$ cat config.mk
export PLATFORM = sky130hd
export DESIGN_NAME = salc_front
export DESIGN_NICKNAME = d
export VERILOG_FILES = /design/src/hdl/salc_pkg.sv /design/src/hdl/salc_front.sv
export SDC_FILE = /design/constraint.sdc
export NUM_CORES = 1
export LEC_CHECK = 0
export ABC_AREA = 1
export BUFFER_PORTS_ARGS = -buffer_cell sky130_fd_sc_hd__buf_4
export CAP_MARGIN = 0
export CORE_MARGIN = 8
export CORE_UTILIZATION = 30
export DETAILED_ROUTE_END_ITERATION = 7
export GPL_TIMING_DRIVEN = 1
export MAX_ROUTING_LAYER = met4
export PLACE_DENSITY_LB_ADDON = 0.2
export SLEW_MARGIN = 5
export SYNTH_ARGS = -nofsm -noshare
export SYNTH_HDL_FRONTEND = slang
export SYNTH_SLANG_ARGS = --single-unit
$ cat constraint.sdc
create_clock -name clk -period 4.95 [get_ports clk]
set_clock_uncertainty 0.15 [all_clocks]
set_input_delay 0.2475 -clock clk [delete_from_list [all_inputs] [get_ports clk]]
set_output_delay 0.2475 -clock clk [all_outputs]
set_load 0.02 [all_outputs]
$ cat src/hdl/salc_pkg.sv
package salc_pkg;

    localparam int CFG_DATA_W  = 6;
    localparam int CFG_IDX_W   = 2;
    localparam int CNT_W       = 32;
    localparam int STAMP_W     = 32;
    localparam int QUEUE_DEPTH = 4;

    localparam logic [CFG_IDX_W-1:0] REG_SET_BITS   = 2'd0;
    localparam logic [CFG_IDX_W-1:0] REG_WAYS       = 2'd1;
    localparam logic [CFG_IDX_W-1:0] REG_BLOCK_BITS = 2'd2;

    typedef enum logic [1:0] {
        CMD_IFETCH = 2'd0,
        CMD_LOAD   = 2'd1,
        CMD_STORE  = 2'd2,
        CMD_MODIFY = 2'd3
    } cmd_t;

    typedef enum logic {
        BK_READ = 1'b0,
        BK_EVAL = 1'b1
    } back_state_t;

    typedef struct packed {
        logic empty;
        logic full;
    } q_status_t;

endpackage

$ cat src/hdl/salc_front.sv
module salc_front
    import salc_pkg::*;
#(
    parameter int MAX_SET_BITS = 8,
    parameter int ADDR_WIDTH   = 64,
    localparam int SET_W       = (MAX_SET_BITS > 0) ? MAX_SET_BITS : 1,
    localparam int ENTRY_W     = SET_W + ADDR_WIDTH + STAMP_W + 1
)
(
    input  logic               clk,
    input  logic               rst_n,
    input  logic               in_valid,
    output logic               in_stall,
    input  logic [1:0]         cmd,
    input  logic [63:0]        address,
    input  logic [3:0]         set_bits,
    input  logic [5:0]         block_bits,
    input  q_status_t          q_status,
    output logic               push,
    output logic [ENTRY_W-1:0] push_data
);

    typedef struct packed {
        logic [SET_W-1:0]      set_idx;
        logic [ADDR_WIDTH-1:0] tag;
        logic [STAMP_W-1:0]    stamp;
        logic                  modify;
    } entry_t;

    logic [STAMP_W-1:0]    time_reg;
    logic [STAMP_W-1:0]    time_next;
    logic                  accept;
    logic [4:0]            sb_eff;
    logic [6:0]            tag_shift;
    logic [ADDR_WIDTH-1:0] addr_a;
    logic [ADDR_WIDTH-1:0] shifted;
    logic [ADDR_WIDTH-1:0] set_mask;
    logic [ADDR_WIDTH-1:0] set_full;
    entry_t                entry;

    assign in_stall = q_status.full;
    assign accept   = in_valid && !in_stall;
    assign push     = accept && (cmd_t'(cmd) != CMD_IFETCH);

    always_comb
    begin
        if (int'(set_bits) > MAX_SET_BITS)
        begin
            sb_eff = 5'(MAX_SET_BITS);
        end
        else
        begin
            sb_eff = {1'b0, set_bits};
        end
        tag_shift = 7'(sb_eff) + 7'(block_bits);
        addr_a    = address[ADDR_WIDTH-1:0];
        shifted   = addr_a >> block_bits;
        set_mask  = ~({ADDR_WIDTH{1'b1}} << sb_eff);
        set_full  = shifted & set_mask;

        entry.set_idx = set_full[SET_W-1:0];
        // shifts at or past the address width leave a zero tag
        entry.tag     = addr_a >> tag_shift;
        entry.stamp   = time_reg;
        entry.modify  = (cmd_t'(cmd) == CMD_MODIFY);
    end

    assign push_data = entry;

    // advance time on every request, fetches included
    assign time_next = accept ? time_reg + STAMP_W'(1) : time_reg;

    always_ff @(posedge clk or negedge rst_n)
    begin
        if (!rst_n)
        begin
            time_reg <= '0;
        end
        else
        begin
            time_reg <= time_next;
        end
    end

endmodule

==> flow_summary.json <==
{
  "placed_area_um2": 9900,
  "crit_path_end_kind": "primary output",
  "antenna_found_initial": 0,
  "ir_worst_vdd_mv": 0.269,
  "worstPathRequired_ns": 4.55,
  "cts_tree": "done",
  "seqCellArea_um2": 801,
  "dieArea_um2": 33600,
  "clock-root-buffer": "clkbuf_16",
  "fin_util_pct": 36.3,
  "diodes": 0,
  "drive_gt1_share_pct": 14.1,
  "largest_register_ffs": 32,
  "die_width_um": 183,
  "crit_chain": "buf_4 -> nor2_1 -> nand2_1 -> nand2_1 -> nand2_2 -> inv_1 -> ha_1 -> inv_1 -> fa_2 -> o21ai_1 -> xor2_4 -> nor2_2 -> inv_1 -> o21ai_0 -> nand2_1 -> inv_1 -> buf_4",
  "slowest_stage": "nor2_2",
  "outcome": "finished clean",
  "cts_buffers": 5,
  "ys_seq_elements": 32,
  "cp_max_fo": 19,
  "slew-limit-headroom_pct": 34.6,
  "postSynthAreaPerCell_um2": 5.15,
  "fin_setup_tns_ns": 0,
  "setup_viol": 0,
  "multi_input_area_um2": 6750,
  "grt_pass1_vias": 11074,
  "drt-initial-drc-count": 1422,
  "ys.flop_type": "dfrtp_1",
  "area_growth_syn_to_layout_pct": 19.6,
  "finalCriticalPeriod_ns": 4.15,
  "synthArstFlopShare_pct": 100,
  "start_util_pct": 30.3,
  "clk_latency_ns": 0.28,
  "p_per_area_nw_per_um2": 271,
  "yosysSeqAreaShare_pct": 9.53,
  "netlist_instances": 1632,
  "avgRoutedWirePerCell_um": 18.6,
  "yosysWarnings": 0,
  "io_pins": 188,
  "clockBufferDepth": 2,
  "rows": 61,
  "synth_area_leaders": "nand3_1, nand2_1, dfrtp_1, o21ai_0, inv_1",
  "fillers": 3180,
  "fin_nets": 1809,
  "critPathTopFamily": "simple AND/OR/NAND/NOR gates",
  "routed_wl_um": 39100,
  "tightestPinTransition_ns": 0.975,
  "hold_viol_final": 0,
  "vias_per_cell": 5.61,
  "hpwlAfterDp_um": 30300,
  "grt_setup_unrepaired": "no",
  "core-area_um2": 27700,
  "yosys.area.top_type": "nand3_1",
  "slowest_delay_ns": 0.78,
  "worstPathBufferInverterCount": 6,
  "synth.distinct_cells": 43,
  "fin_crit_sh_pct": 83.8,
  "hold_path_class": "in2reg",
  "drv_slew": 0,
  "worst_setup_path_start_kind": "input port",
  "post-route-drc-count": 0,
  "synth_area_um2": 8400,
  "io_buffers": 186,
  "synth_enable_flop_cells": 0,
  "cap_violations": 0,
  "ant_nets": 0,
  "crit_arrival_ns": 3.75,
  "cts_max_level": 2,
  "fmaxAchievable_mhz": 241,
  "grt_max_degree": 71,
  "grt_pass1_wl_um": 60300,
  "gr-total-overflow": 0,
  "vias": 11784,
  "syn_nets": 1719,
  "grt_use_total_pct": 22.8,
  "synth_top_area_share_pct": 34.7,
  "gp_congestion": 0.924,
  "cts.sinks": 32,
  "post_cts_resized": 0,
  "cpMostUsedCell": "inv_1",
  "die_h_um": 183,
  "criticalPathCategory": "in2out",
  "cts.clk_slew.worst_paths_ns": 0.05,
  "design_area_um2": 10100,
  "holdWs_ns": 0.103,
  "power.static_leakage_nw": 5.15,
  "drtPass1Iterations": 6
}
[area by class of cell]
class                      count  share of cell area, %
inverter                      94                   3.51
timing repair buffer         203                   15.2
clock buffer                   8                   1.46
multi-input combinational   1386                   67.2
tap                          378                   4.71
sequential                    32                   7.97
[layer usage]
metal | vias up | track usage, % | wire (um)
li1 | 5746 | - | -
met1 | 5433 | 28.6 | 16400
met2 | 531 | 37.8 | 18700
met3 | 74 | 3.03 | 2990
met4 | 0 | 6.47 | 1080
met5 | - | - | 0
[final timing paths]
check | start | to | slack, ns | cells after the start
max in group asynchronous | rst_n | time_reg[1]$_DFFE_PN0P_ | 4.06 | 2
min in group asynchronous | rst_n | time_reg[29]$_DFFE_PN0P_ | 0.29 | 2
hold reg to reg | time_reg[31]$_DFFE_PN0P_ | time_reg[31]$_DFFE_PN0P_ | 0.34 | 1
setup reg to reg | time_reg[2]$_DFFE_PN0P_ | time_reg[29]$_DFFE_PN0P_ | 2.64 | 10
hold / removal | q_status[0] | time_reg[1]$_DFFE_PN0P_ | 0.10 | 4
setup / recovery | set_bits[0] | push_data[61] | 0.80 | 17
[layout by cell type, fill, tap and decap left out, types with 3 or more instances in the layout]
cell	count
o21ai_0	79
clkinv_1	4
o21ai_1	4
nand2_1	493
or2_2	9
ha_1	5
nand3_1	582
mux2i_1	7
buf_4	202
a31oi_1	5
inv_1	83
nor3_1	11
o2111ai_1	25
dfrtp_1	32
a21oi_1	32
inv_2	7
xor2_1	24
nor2_1	60
clkbuf_16	5
nor2_4	3
xnor2_1	7
nand4_1	12
[synthesized netlist by cell type, types with 2 or more instances]
| library cell | number |
|---|---|
| nor2_2 | 2 |
| nand3_1 | 582 |
| xor2_1 | 25 |
| nor3_1 | 11 |
| nand2_4 | 2 |
| o2111ai_1 | 25 |
| buf_2 | 38 |
| buf_4 | 8 |
| a21oi_1 | 32 |
| inv_1 | 83 |
| nor2_1 | 60 |
| buf_1 | 21 |
| nand2_2 | 2 |
| and2_1 | 2 |
| nand2_1 | 493 |
| o21ai_1 | 4 |
| nand3_2 | 2 |
| o211ai_1 | 2 |
| a22oi_1 | 2 |
| clkbuf_1 | 52 |
| xnor2_1 | 8 |
| ha_1 | 5 |
| nand4_1 | 12 |
| or2_2 | 9 |
| o21ai_0 | 79 |
| mux2i_1 | 7 |
| clkinv_1 | 4 |
| dfrtp_1 | 32 |
| nor2_4 | 3 |
| a31oi_1 | 5 |
| nor4_1 | 2 |
| inv_2 | 7 |
[kinds of logic after synthesis]
family,synth area share [%]
adders and majority gates,0.983
AOI/OAI and AO/OA,10.6
and+or+nand+nor,63.6
xor gates and xnor gates,3.96
DFF,9.53
muxes,0.834
buffers and inverters,10.6
[tightest hold or removal path: stages]
cell and delay (ns):
buf_4 0.10, nor2_4 0.05, nand2_1 0.05, nand2_1 0.04
[per-stage QoR]
stage	instances	setup WS [ns]	total power [mW]
after detailed placement	2092	0.824	2.39
final	2101	0.802	2.72
after global placement	2092	0.883	2.38
after global routing	2101	0.431	2.94
after floorplan	1632	1.77	1.67
after CTS	2101	0.818	2.71
[report_power, final]
| group | total (mW) | switching, mW | internal (mW) |
|---|---|---|---|
| combinational | 2.09 | 1.40 | 0.686 |
| sequential | 0.322 | 0.0341 | 0.287 |
| clock | 0.312 | 0.112 | 0.201 |
[repair_timing]
| item | CTS | global route |
|---|---|---|
| setup buffers | 0 | 0 |
| hold endpoints to repair | 32 | 0 |
| hold buffers | 1 | 0 |
Note: power is estimated with default switching activity, not from simulation.
