### config.mk
export PLATFORM = sky130hd
export DESIGN_NAME = salc_queue
export DESIGN_NICKNAME = d
export VERILOG_FILES = /design/src/hdl/salc_pkg.sv /design/src/hdl/salc_queue.sv
export SDC_FILE = /design/constraint.sdc
export NUM_CORES = 1
export LEC_CHECK = 0
export BUFFER_PORTS_ARGS = -buffer_cell sky130_fd_sc_hd__clkbuf_2
export CORE_MARGIN = 5
export CORE_UTILIZATION = 44
export DETAILED_ROUTE_END_ITERATION = 6
export PLACE_DENSITY = 0.64
export REMOVE_ABC_BUFFERS = 1
export SKIP_LAST_GASP = 1
export SYNTH_ARGS = -nofsm -noshare
export SYNTH_HDL_FRONTEND = slang
export SYNTH_SLANG_ARGS = --single-unit
### constraint.sdc
create_clock -name clk -period 3.1 [get_ports clk]
set_input_delay 0.31 -clock clk [delete_from_list [all_inputs] [get_ports clk]]
set_output_delay 0.31 -clock clk [all_outputs]
set_load 0.02 [all_outputs]
### src/hdl/salc_pkg.sv
package salc_pkg;

    localparam int CFG_DATA_W  = 6;
    localparam int CFG_IDX_W   = 2;
    localparam int CNT_W       = 32;
    localparam int STAMP_W     = 32;
    localparam int QUEUE_DEPTH = 4;

    localparam logic [CFG_IDX_W-1:0] REG_SET_BITS   = 2'd0;
    localparam logic [CFG_IDX_W-1:0] REG_WAYS       = 2'd1;
    localparam logic [CFG_IDX_W-1:0] REG_BLOCK_BITS = 2'd2;

    typedef enum logic [1:0] {
        CMD_IFETCH = 2'd0,
        CMD_LOAD   = 2'd1,
        CMD_STORE  = 2'd2,
        CMD_MODIFY = 2'd3
    } cmd_t;

    typedef enum logic {
        BK_READ = 1'b0,
        BK_EVAL = 1'b1
    } back_state_t;

    typedef struct packed {
        logic empty;
        logic full;
    } q_status_t;

endpackage

### src/hdl/salc_queue.sv
module salc_queue
    import salc_pkg::*;
#(
    parameter int DATA_W = 8,
    parameter int DEPTH  = 4,
    localparam int PTR_W = (DEPTH > 1) ? $clog2(DEPTH) : 1,
    localparam int CNT_QW = $clog2(DEPTH + 1)
)
(
    input  logic              clk,
    input  logic              rst_n,
    input  logic              push,
    input  logic [DATA_W-1:0] push_data,
    input  logic              pop,
    output logic [DATA_W-1:0] head_data,
    output q_status_t         q_status
);

    logic [DATA_W-1:0] slot_reg [DEPTH];
    logic [PTR_W-1:0]  wr_ptr_reg;
    logic [PTR_W-1:0]  wr_ptr_next;
    logic [PTR_W-1:0]  rd_ptr_reg;
    logic [PTR_W-1:0]  rd_ptr_next;
    logic [CNT_QW-1:0] count_reg;
    logic [CNT_QW-1:0] count_next;

    function automatic logic [PTR_W-1:0] ptr_inc(input logic [PTR_W-1:0] p);
        if (int'(p) == DEPTH - 1)
        begin
            return '0;
        end
        return p + PTR_W'(1);
    endfunction

    assign head_data      = slot_reg[rd_ptr_reg];
    assign q_status.empty = (count_reg == '0);
    assign q_status.full  = (int'(count_reg) == DEPTH);

    always_comb
    begin
        wr_ptr_next = push ? ptr_inc(wr_ptr_reg) : wr_ptr_reg;
        rd_ptr_next = pop ? ptr_inc(rd_ptr_reg) : rd_ptr_reg;
        count_next  = count_reg;
        if (push && !pop)
        begin
            count_next = count_reg + CNT_QW'(1);
        end
        else if (pop && !push)
        begin
            count_next = count_reg - CNT_QW'(1);
        end
    end

    always_ff @(posedge clk)
    begin
        if (push)
        begin
            slot_reg[wr_ptr_reg] <= push_data;
        end
    end

    always_ff @(posedge clk or negedge rst_n)
    begin
        if (!rst_n)
        begin
            wr_ptr_reg <= '0;
            rd_ptr_reg <= '0;
            count_reg  <= '0;
        end
        else
        begin
            wr_ptr_reg <= wr_ptr_next;
            rd_ptr_reg <= rd_ptr_next;
            count_reg  <= count_next;
        end
    end

endmodule

==> results.toml, run 1 <==
[timing]
rsz0062_at_grt = "no"
tightest_slew_ns = 0.5850
drv_slew = 0
slew_headroom_pct = 61.00
period_share_pct = 68.35
timing.hold.ws_ns = 0.1931
layout_min_cycle_time_ns = 2.119
fin_tns_setup_ns = 0
fin_skew_ns = 0.006128
fin_ws_ns = 0.9812
hold_violations = 0
setup_viol = 0
max_freq_mhz = 472.0

[final_layout]
largest_reg_flops = 32
layout_commonest_cell = "edfxtp_1"
area_growth_pct = 13.39
mostFrequentLayoutCells = "edfxtp_1, clkbuf_2, mux4_2, dfrtp_1, ha_1"
antenna_cells = 0
fill_cells = 292
drive_gt1_share_pct = 36.45
nNetsFinal = 125
register_area_um2 = 1136
multi_input_area_um2 = 399.1

[synthesis]
synth_seq_cells = 39
ys_seq_area_share_pct = 72.35
yosysUniqueCellTypes = 18
synthCells = 79
synth.avg_cell_area_um2 = 19.88
netlist_area_um2 = 1570
yosysWarnings = 0

[placement]
routabilityCongestion = 0.6905
dp_hpwl_mm = 1.647
port_buffers = 21
pre_cts_ws_ns = 1.283

[worst_setup_path]
crit_slowest_cell = "dfrtp_1"
crit_type = "flop to primary output"
path_cells = "mux4_2, clkbuf_2"
arrival_ns = 1.81
cp.required_ns = 2.79
reg2reg_depth = 3
cp_slowest_stage_delay_ns = 0.73
critPathMaxFanout = 11
cp-end-kind = "primary output"
cp-start-kind = "flop"

[global_routing]
grt_usage_pct = 10.58
antenna_found_initial = 0
grtUsageMet2_pct = 17.16
grt_overflow_total = 0
grt_util_met1_pct = 12.70
met3_usage_pct = 4.348
grt_pass1_vias = 760
busiest_layer = "met2"
grt_pass1_wl_mm = 3.857
grt_max_degree = 13

[power_and_ir_drop]
power-per-cell-area_nw_per_um2 = 847.9
vdd_drop_max_mv = 0.4359
leakagePower_uw = 0.0006677

[drt]
routed_wirelength_mm = 2.303
routed_via_density = 4.908
via_count = 751
wire_per_inst_um = 15.05
dr.pass1.iters = 4
ant_nets = 0
drt_iter0_drc = 50
drc_errors = 0

[floorplanning]
initial_core_util_pct = 46.33
die-area_um2 = 4864
core_um2 = 3390
chipWidth_um = 69.74
rows = 21
ioPinCount = 22
die-height_um = 69.74

[clock_tree]
clk_pin_slew_ns = 0.11
clkLatencyLatePin_ns = 0.32
htree_levels = 2
hold_buffers = 1
numCtsBuffers = 5
clockBufferDepth = 2
root_buffer = "clkbuf_4"
cts_setup_buffers = 0
cts.sinks = 39
cts_tree = "built"
cts_resized = 0

[status]
status = "complete, no violations"

[flow_run]
drv_cap = 0

[min_path]
whs_path_depth = 1
hp-class = "input pin to flop"
## synthesized netlist by cell type
cell      instances  area (µm²)
and2_1            4       25.02
buf_2             1       5.000
buf_6             1       11.26
dfrtp_1           7       175.2
edfxtp_1         32       960.9
fa_1              1       20.02
ha_1              6       75.07
inv_1             5       18.77
mux2_2            3       33.78
mux4_2            8       180.2
nand2_1           1       3.750
nand3_1           1       5.000
nor2_1            2       7.510
nor3_1            1       5.000
nor3b_1           1       7.510
o21ai_0           2       10.01
xnor2_1           1       8.760
xor2_1            2       17.52
## critical path: cells and delay by family, from the launching register on
kind	cells	cell delay [ns]
DFF	1	0.73
muxes	1	0.58
buffers and inverters	1	0.17
## where the power goes
group	internal [µW]	switching, µW
Combinational	232	245
Clock	87.5	149
Sequential	688	109
## kinds of logic (layout without fill, tap and decap cells)
logic type	Yosys count	after routing	synth area share (%)
AOI/OAI and AO/OA	2	2	0.6375
muxes	11	11	13.63
buffers and inverters	7	35	2.231
xor gates and xnor gates	3	3	1.674
DFF	39	39	72.35
adders and majority gates	7	7	6.056
and+or+nand+nor	10	10	3.426
## per-layer routing
metal  vias up  part of all wire, %
met1       375                   41
met2        18                   53
met4         0                  1.2
met5         -                    0
met3         5                  5.3
li1        353                    -
## path summary, 6_finish.rpt
path | start | to | slack [ns]
worst min-delay path | push_data[1] | slot_reg[3][1] | 0.19
max in group asynchronous | rst_n | count_reg[2] | 2.59
min in group asynchronous | rst_n | count_reg[0] | 0.34
worst min register to register | count_reg[2] | count_reg[2] | 0.50
worst max-delay path | rd_ptr_reg[0] | head_data[4] | 0.98
worst max register to register | wr_ptr_reg[0] | slot_reg[0][0] | 1.67
## area by class of cell
cell class,instances,share of cell area [%]
clock inverters,2,0.7027
inverters,5,1.054
repair buffers,22,6.465
well taps,46,3.233
clock buffers,6,2.319
multi-input cells,33,22.42
flip-flops and latches,39,63.81
## stage by stage
stage	cell area [µm²]	total power [µW]	std cells	utilization [%]
6_report	1780	1510	153	52.53
3_5_place_dp	1717	1301	144	50.65
2_1_floorplan	1554	1141	77	-
3_3_place_gp	1717	1286	144	50.65
4_1_cts	1780	1538	153	52.53
5_1_grt	1780	1624	153	52.53
(Power assumes the default switching activity.)
==> inputs of run 2 (changes only) <==
==> constraint.sdc (replaced) <==
create_clock -name clk -period 2.2 [get_ports clk]
set_input_delay 0.22 -clock clk [delete_from_list [all_inputs] [get_ports clk]]
set_output_delay 0.22 -clock clk [all_outputs]
set_load 0.02 [all_outputs]
==> results.toml, run 2 (synthesis results as in run 1) <==
[floorplanning]
die-area_um2 = 4864
core_um2 = 3390
rows = 21
ioPinCount = 22
chipWidth_um = 69.74
initial_core_util_pct = 46.33
die-height_um = 69.74

[worst_setup_path]
path_cells = "mux4_2, clkbuf_2"
cp.required_ns = 1.98
timing.rr.end = "slot_reg[0][0]"
reg2reg_depth = 3
r2r_setup_slack_ns = 0.77
cp-end-kind = "primary output"
crit_slowest_cell = "dfrtp_2"
cp-start-kind = "flop"
cp_slowest_stage_delay_ns = 0.58
r2r_start = "wr_ptr_reg[0]"
crit_type = "flop to primary output"
critPathMaxFanout = 11
arrival_ns = 1.63

[final_layout]
layout_commonest_cell = "edfxtp_1"
largest_reg_flops = 32
drive_gt1_share_pct = 37.38
final_cells = 153
nNetsFinal = 125
final_util_pct = 52.57
fill_cells = 291
area_growth_pct = 13.47
stdcell_area_um2 = 1782
antenna_cells = 0
mostFrequentLayoutCells = "edfxtp_1, clkbuf_2, mux4_2, ha_1, dfrtp_1"

[timing]
fin_tns_setup_ns = 0
hold_violations = 0
rsz0062_at_grt = "no"
tightest_slew_ns = 0.4480
slew_headroom_pct = 70.13
drv_slew = 0
max_freq_mhz = 541.2
period_share_pct = 83.99
setup_viol = 0
fin_skew_ns = 0.006126
layout_min_cycle_time_ns = 1.848

[placement]
dpl.cell_count = 144
port_buffers = 21
dp_hpwl_mm = 1.647
routabilityCongestion = 0.6904
dpl_cell_area_um2 = 1717

[clock_tree]
cts_setup_buffers = 0
cts_tree = "built"
htree_levels = 2
numCtsBuffers = 5
clockBufferDepth = 2
cts.sinks = 39
root_buffer = "clkbuf_4"
clkLatencyLatePin_ns = 0.32
clk_pin_slew_ns = 0.11

[drt]
routed_wirelength_mm = 2.303
drt_iter0_drc = 50
routed_via_density = 4.908
ant_nets = 0
via_count = 751
dr.pass1.iters = 4
drc_errors = 0
wire_per_inst_um = 15.05

[power_and_ir_drop]
leakagePower_uw = 0.0006666
power-per-cell-area_nw_per_um2 = 1195
vdd_drop_max_mv = 0.6142

[min_path]
hold_start = "push_data[1]"
hold-path-endpoint = "slot_reg[3][1]"
hp-class = "input pin to flop"
whs_path_depth = 1

[global_routing]
grt_usage_pct = 10.58
grt_overflow_total = 0
grt_max_degree = 13
grt_pass1_wl_mm = 3.857
grt_pass1_vias = 760
antenna_found_initial = 0

[flow_run]
drv_cap = 0

[status]
status = "complete, no violations"
==> run 2: repair_timing <==
| item | CTS | global route |
|---|---|---|
| endpoints found under the hold margin | 7 | 0 |
| hold buffers | 1 | 0 |
| setup endpoints to repair | 0 | 1 |
| gates resized for setup | 0 | 1 |
==> run 2: per-stage QoR <==
stage / power [µW] / worst slack [ns] / hold WS (ns)
CTS: 2168 / 0.08932 / 0.08976
floorplan: 1608 / 0.7312 / -0.07559
global route: 2291 / 0.2223 / 0.07594
finish: 2130 / 0.3522 / 0.1031
detailed placement: 1833 / 0.4733 / 0.06632
global placement: 1812 / 0.5051 / 0.06570
==> run 2: worst max path at each step <==
| stage | to | slack (ns) | cells after the start | startpoint |
|---|---|---|---|---|
| detailed placement | head_data[4] | 0.47 | 2 | rd_ptr_reg[0] |
| global route | head_data[6] | 0.22 | 2 | rd_ptr_reg[0] |
| floorplan | head_data[0] | 0.73 | 1 | rd_ptr_reg[0] |
| CTS | head_data[4] | 0.09 | 2 | rd_ptr_reg[0] |
| finish | head_data[4] | 0.35 | 2 | rd_ptr_reg[0] |
| global placement | head_data[6] | 0.51 | 2 | rd_ptr_reg[0] |
==> run 2: power by group <==
part | leakage, µW | switching, µW | internal (µW) | total [µW]
registers | 0.000376 | 153 | 972 | 1120
logic | 0.000263 | 345 | 327 | 672
clock network | 0.0000282 | 210 | 123 | 333
==> run 2: metal layers <==
metal	up-vias	share of wire, %	GRT usage [%]
met3	5	5.3	4.348
met2	18	53	17.16
li1	353	-	-
met4	0	1.2	3.830
met1	375	41	12.70
met5	-	0	0
==> run 2: worst max-delay path, delay by kind of cell, from the launching register on <==
kind	cells	cell delay, ns
buffers and inverters	1	0.17
DFF	1	0.58
muxes	1	0.55
==> run 2: final cells by class <==
type / count / area, µm² / area share [%]
clock inverters: 2 / 12.51 / 0.7022
multi-input cells: 33 / 399.1 / 22.40
clock buffers: 6 / 41.29 / 2.317
well taps: 46 / 57.56 / 3.230
flip-flops and latches: 39 / 1137 / 63.83
repair buffers: 22 / 115.1 / 6.461
inverters: 5 / 18.77 / 1.053
==> inputs of run 3 (changes only) <==
==> constraint.sdc (replaced) <==
create_clock -name clk -period 1.75 [get_ports clk]
set_input_delay 0.175 -clock clk [delete_from_list [all_inputs] [get_ports clk]]
set_output_delay 0.175 -clock clk [all_outputs]
set_load 0.02 [all_outputs]
==> results.toml, run 3 (synthesis results as in run 1) <==
[timing]
hold_violations = 0
tightest_slew_ns = 0.4459
fin_skew_ns = 0.01532
slew_headroom_pct = 70.28
period_share_pct = 100.0
max_freq_mhz = 571.4
drv_slew = 0
timing.hold.ws_ns = 0.04043
rsz0062_at_grt = "yes"
fin_ws_ns = 0.00002343
layout_min_cycle_time_ns = 1.750
setup_viol = 0

[worst_setup_path]
path_cells = "buf_12, mux4_2, buf_6"
crit_buf_inv = 2
cp-start-kind = "flop"
cpLargestDelayFamily = "multiplexers"
critPathMaxFanout = 6
arrival_ns = 1.57
crit_type = "flop to primary output"
cp-end-kind = "primary output"
cp_slowest_stage_delay_ns = 0.51
crit_slowest_cell = "mux4_2"
cp.required_ns = 1.57

[clock_tree]
clockBufferDepth = 2
cts_tree = "built"
clkLatencyLatePin_ns = 0.34
htree_levels = 2
root_buffer = "clkbuf_4"
numCtsBuffers = 5
clk_pin_slew_ns = 0.12
cts.sinks = 39

[placement]
routabilityCongestion = 0.6747
dpl.cell_count = 146
port_buffers = 21
pre_cts_ws_ns = 0.2686
dp_hpwl_mm = 1.709

[floorplanning]
die-area_um2 = 4864
die-height_um = 69.74
core_um2 = 3390
rows = 21
ioPinCount = 22
initial_core_util_pct = 46.33
chipWidth_um = 69.74

[final_layout]
nNetsFinal = 128
layout_commonest_cell = "edfxtp_1"
final_util_pct = 55.11
drive_gt1_share_pct = 37.27
mostFrequentLayoutCells = "edfxtp_1, clkbuf_2, buf_6, mux4_2, dfrtp_1"
area_growth_pct = 18.96
largest_reg_flops = 32
final_cells = 156
fill_cells = 279
antenna_cells = 0

[drt]
ant_nets = 0
drc_errors = 0
routed_via_density = 4.840
dr.pass1.iters = 4
routed_wirelength_mm = 2.365
via_count = 755
drt_iter0_drc = 48
wire_per_inst_um = 15.16

[global_routing]
grt_overflow_total = 0
grt_pass1_wl_mm = 3.953
grt_usage_pct = 10.97
antenna_found_initial = 0
grt_pass1_vias = 847
grt_max_degree = 13

[status]
status = "complete, no violations"

[min_path]
hp-class = "input pin to flop"

[power_and_ir_drop]
power-per-cell-area_nw_per_um2 = 1579
vdd_drop_max_mv = 0.6573
leakagePower_uw = 0.0007011

[flow_run]
drv_cap = 0
-- run 3: what timing repair did --
action	4_1_cts	5_1_grt
hold buffers	1	0
hold endpoints to repair	7	0
buffers inserted	1	0
gates resized for setup	2	23
setup endpoints to repair	4	8
-- run 3: path summary, 6_finish.rpt --
kind	startpoint	end	slack, ns	depth (start not counted)
max	rd_ptr_reg[0]	head_data[6]	0.00002	3
min	push_data[4]	slot_reg[2][4]	0.04	1
max reg2reg	wr_ptr_reg[0]	slot_reg[0][2]	0.33	3
min reg2reg	count_reg[2]	count_reg[2]	0.51	1
max in group asynchronous	rst_n	count_reg[1]	1.37	2
min in group asynchronous	rst_n	count_reg[2]	0.19	2
-- run 3: metal layers --
| layer | GRT usage, % | part of all wire, % | wire length (µm) |
|---|---|---|---|
| met5 | 0 | 0 | 0 |
| met4 | 5.106 | 2.0 | 47 |
| met3 | 3.768 | 4.4 | 105 |
| met2 | 19.17 | 54 | 1274 |
| met1 | 11.88 | 40 | 938 |
-- run 3: power breakdown --
group	switching (µW)	internal [µW]	total, µW
Sequential	149	1220	1370
Clock	274	147	421
Combinational	526	633	1160
Total	949	2000	2950
-- run 3: layout make-up --
class / instances / area [µm²] / area share, %
well taps: 46 / 57.56 / 3.081
inverters: 5 / 18.77 / 1.005
flip-flops and latches: 39 / 1136 / 60.82
clock buffers: 5 / 37.54 / 2.009
multi-input cells: 33 / 399.1 / 21.37
repair buffers: 25 / 203.9 / 10.92
clock inverters: 3 / 15.01 / 0.8038
-- run 3: per-stage QoR --
stage	TNS (ns)	instance area (µm²)	total power (µW)
after global placement	0	1744	2363
after detailed placement	0	1744	2400
after floorplan	0	1554	2021
after global routing	-0.5021	1868	3149
after CTS	-0.1375	1821	2846
final	0	1868	2949
-- run 3: worst register-to-register path, cell delays in order, from the launching register on --
cell and delay, ns:
dfrtp_1 0.42, inv_1 0.12, ha_1 0.16, and2_1 0.37
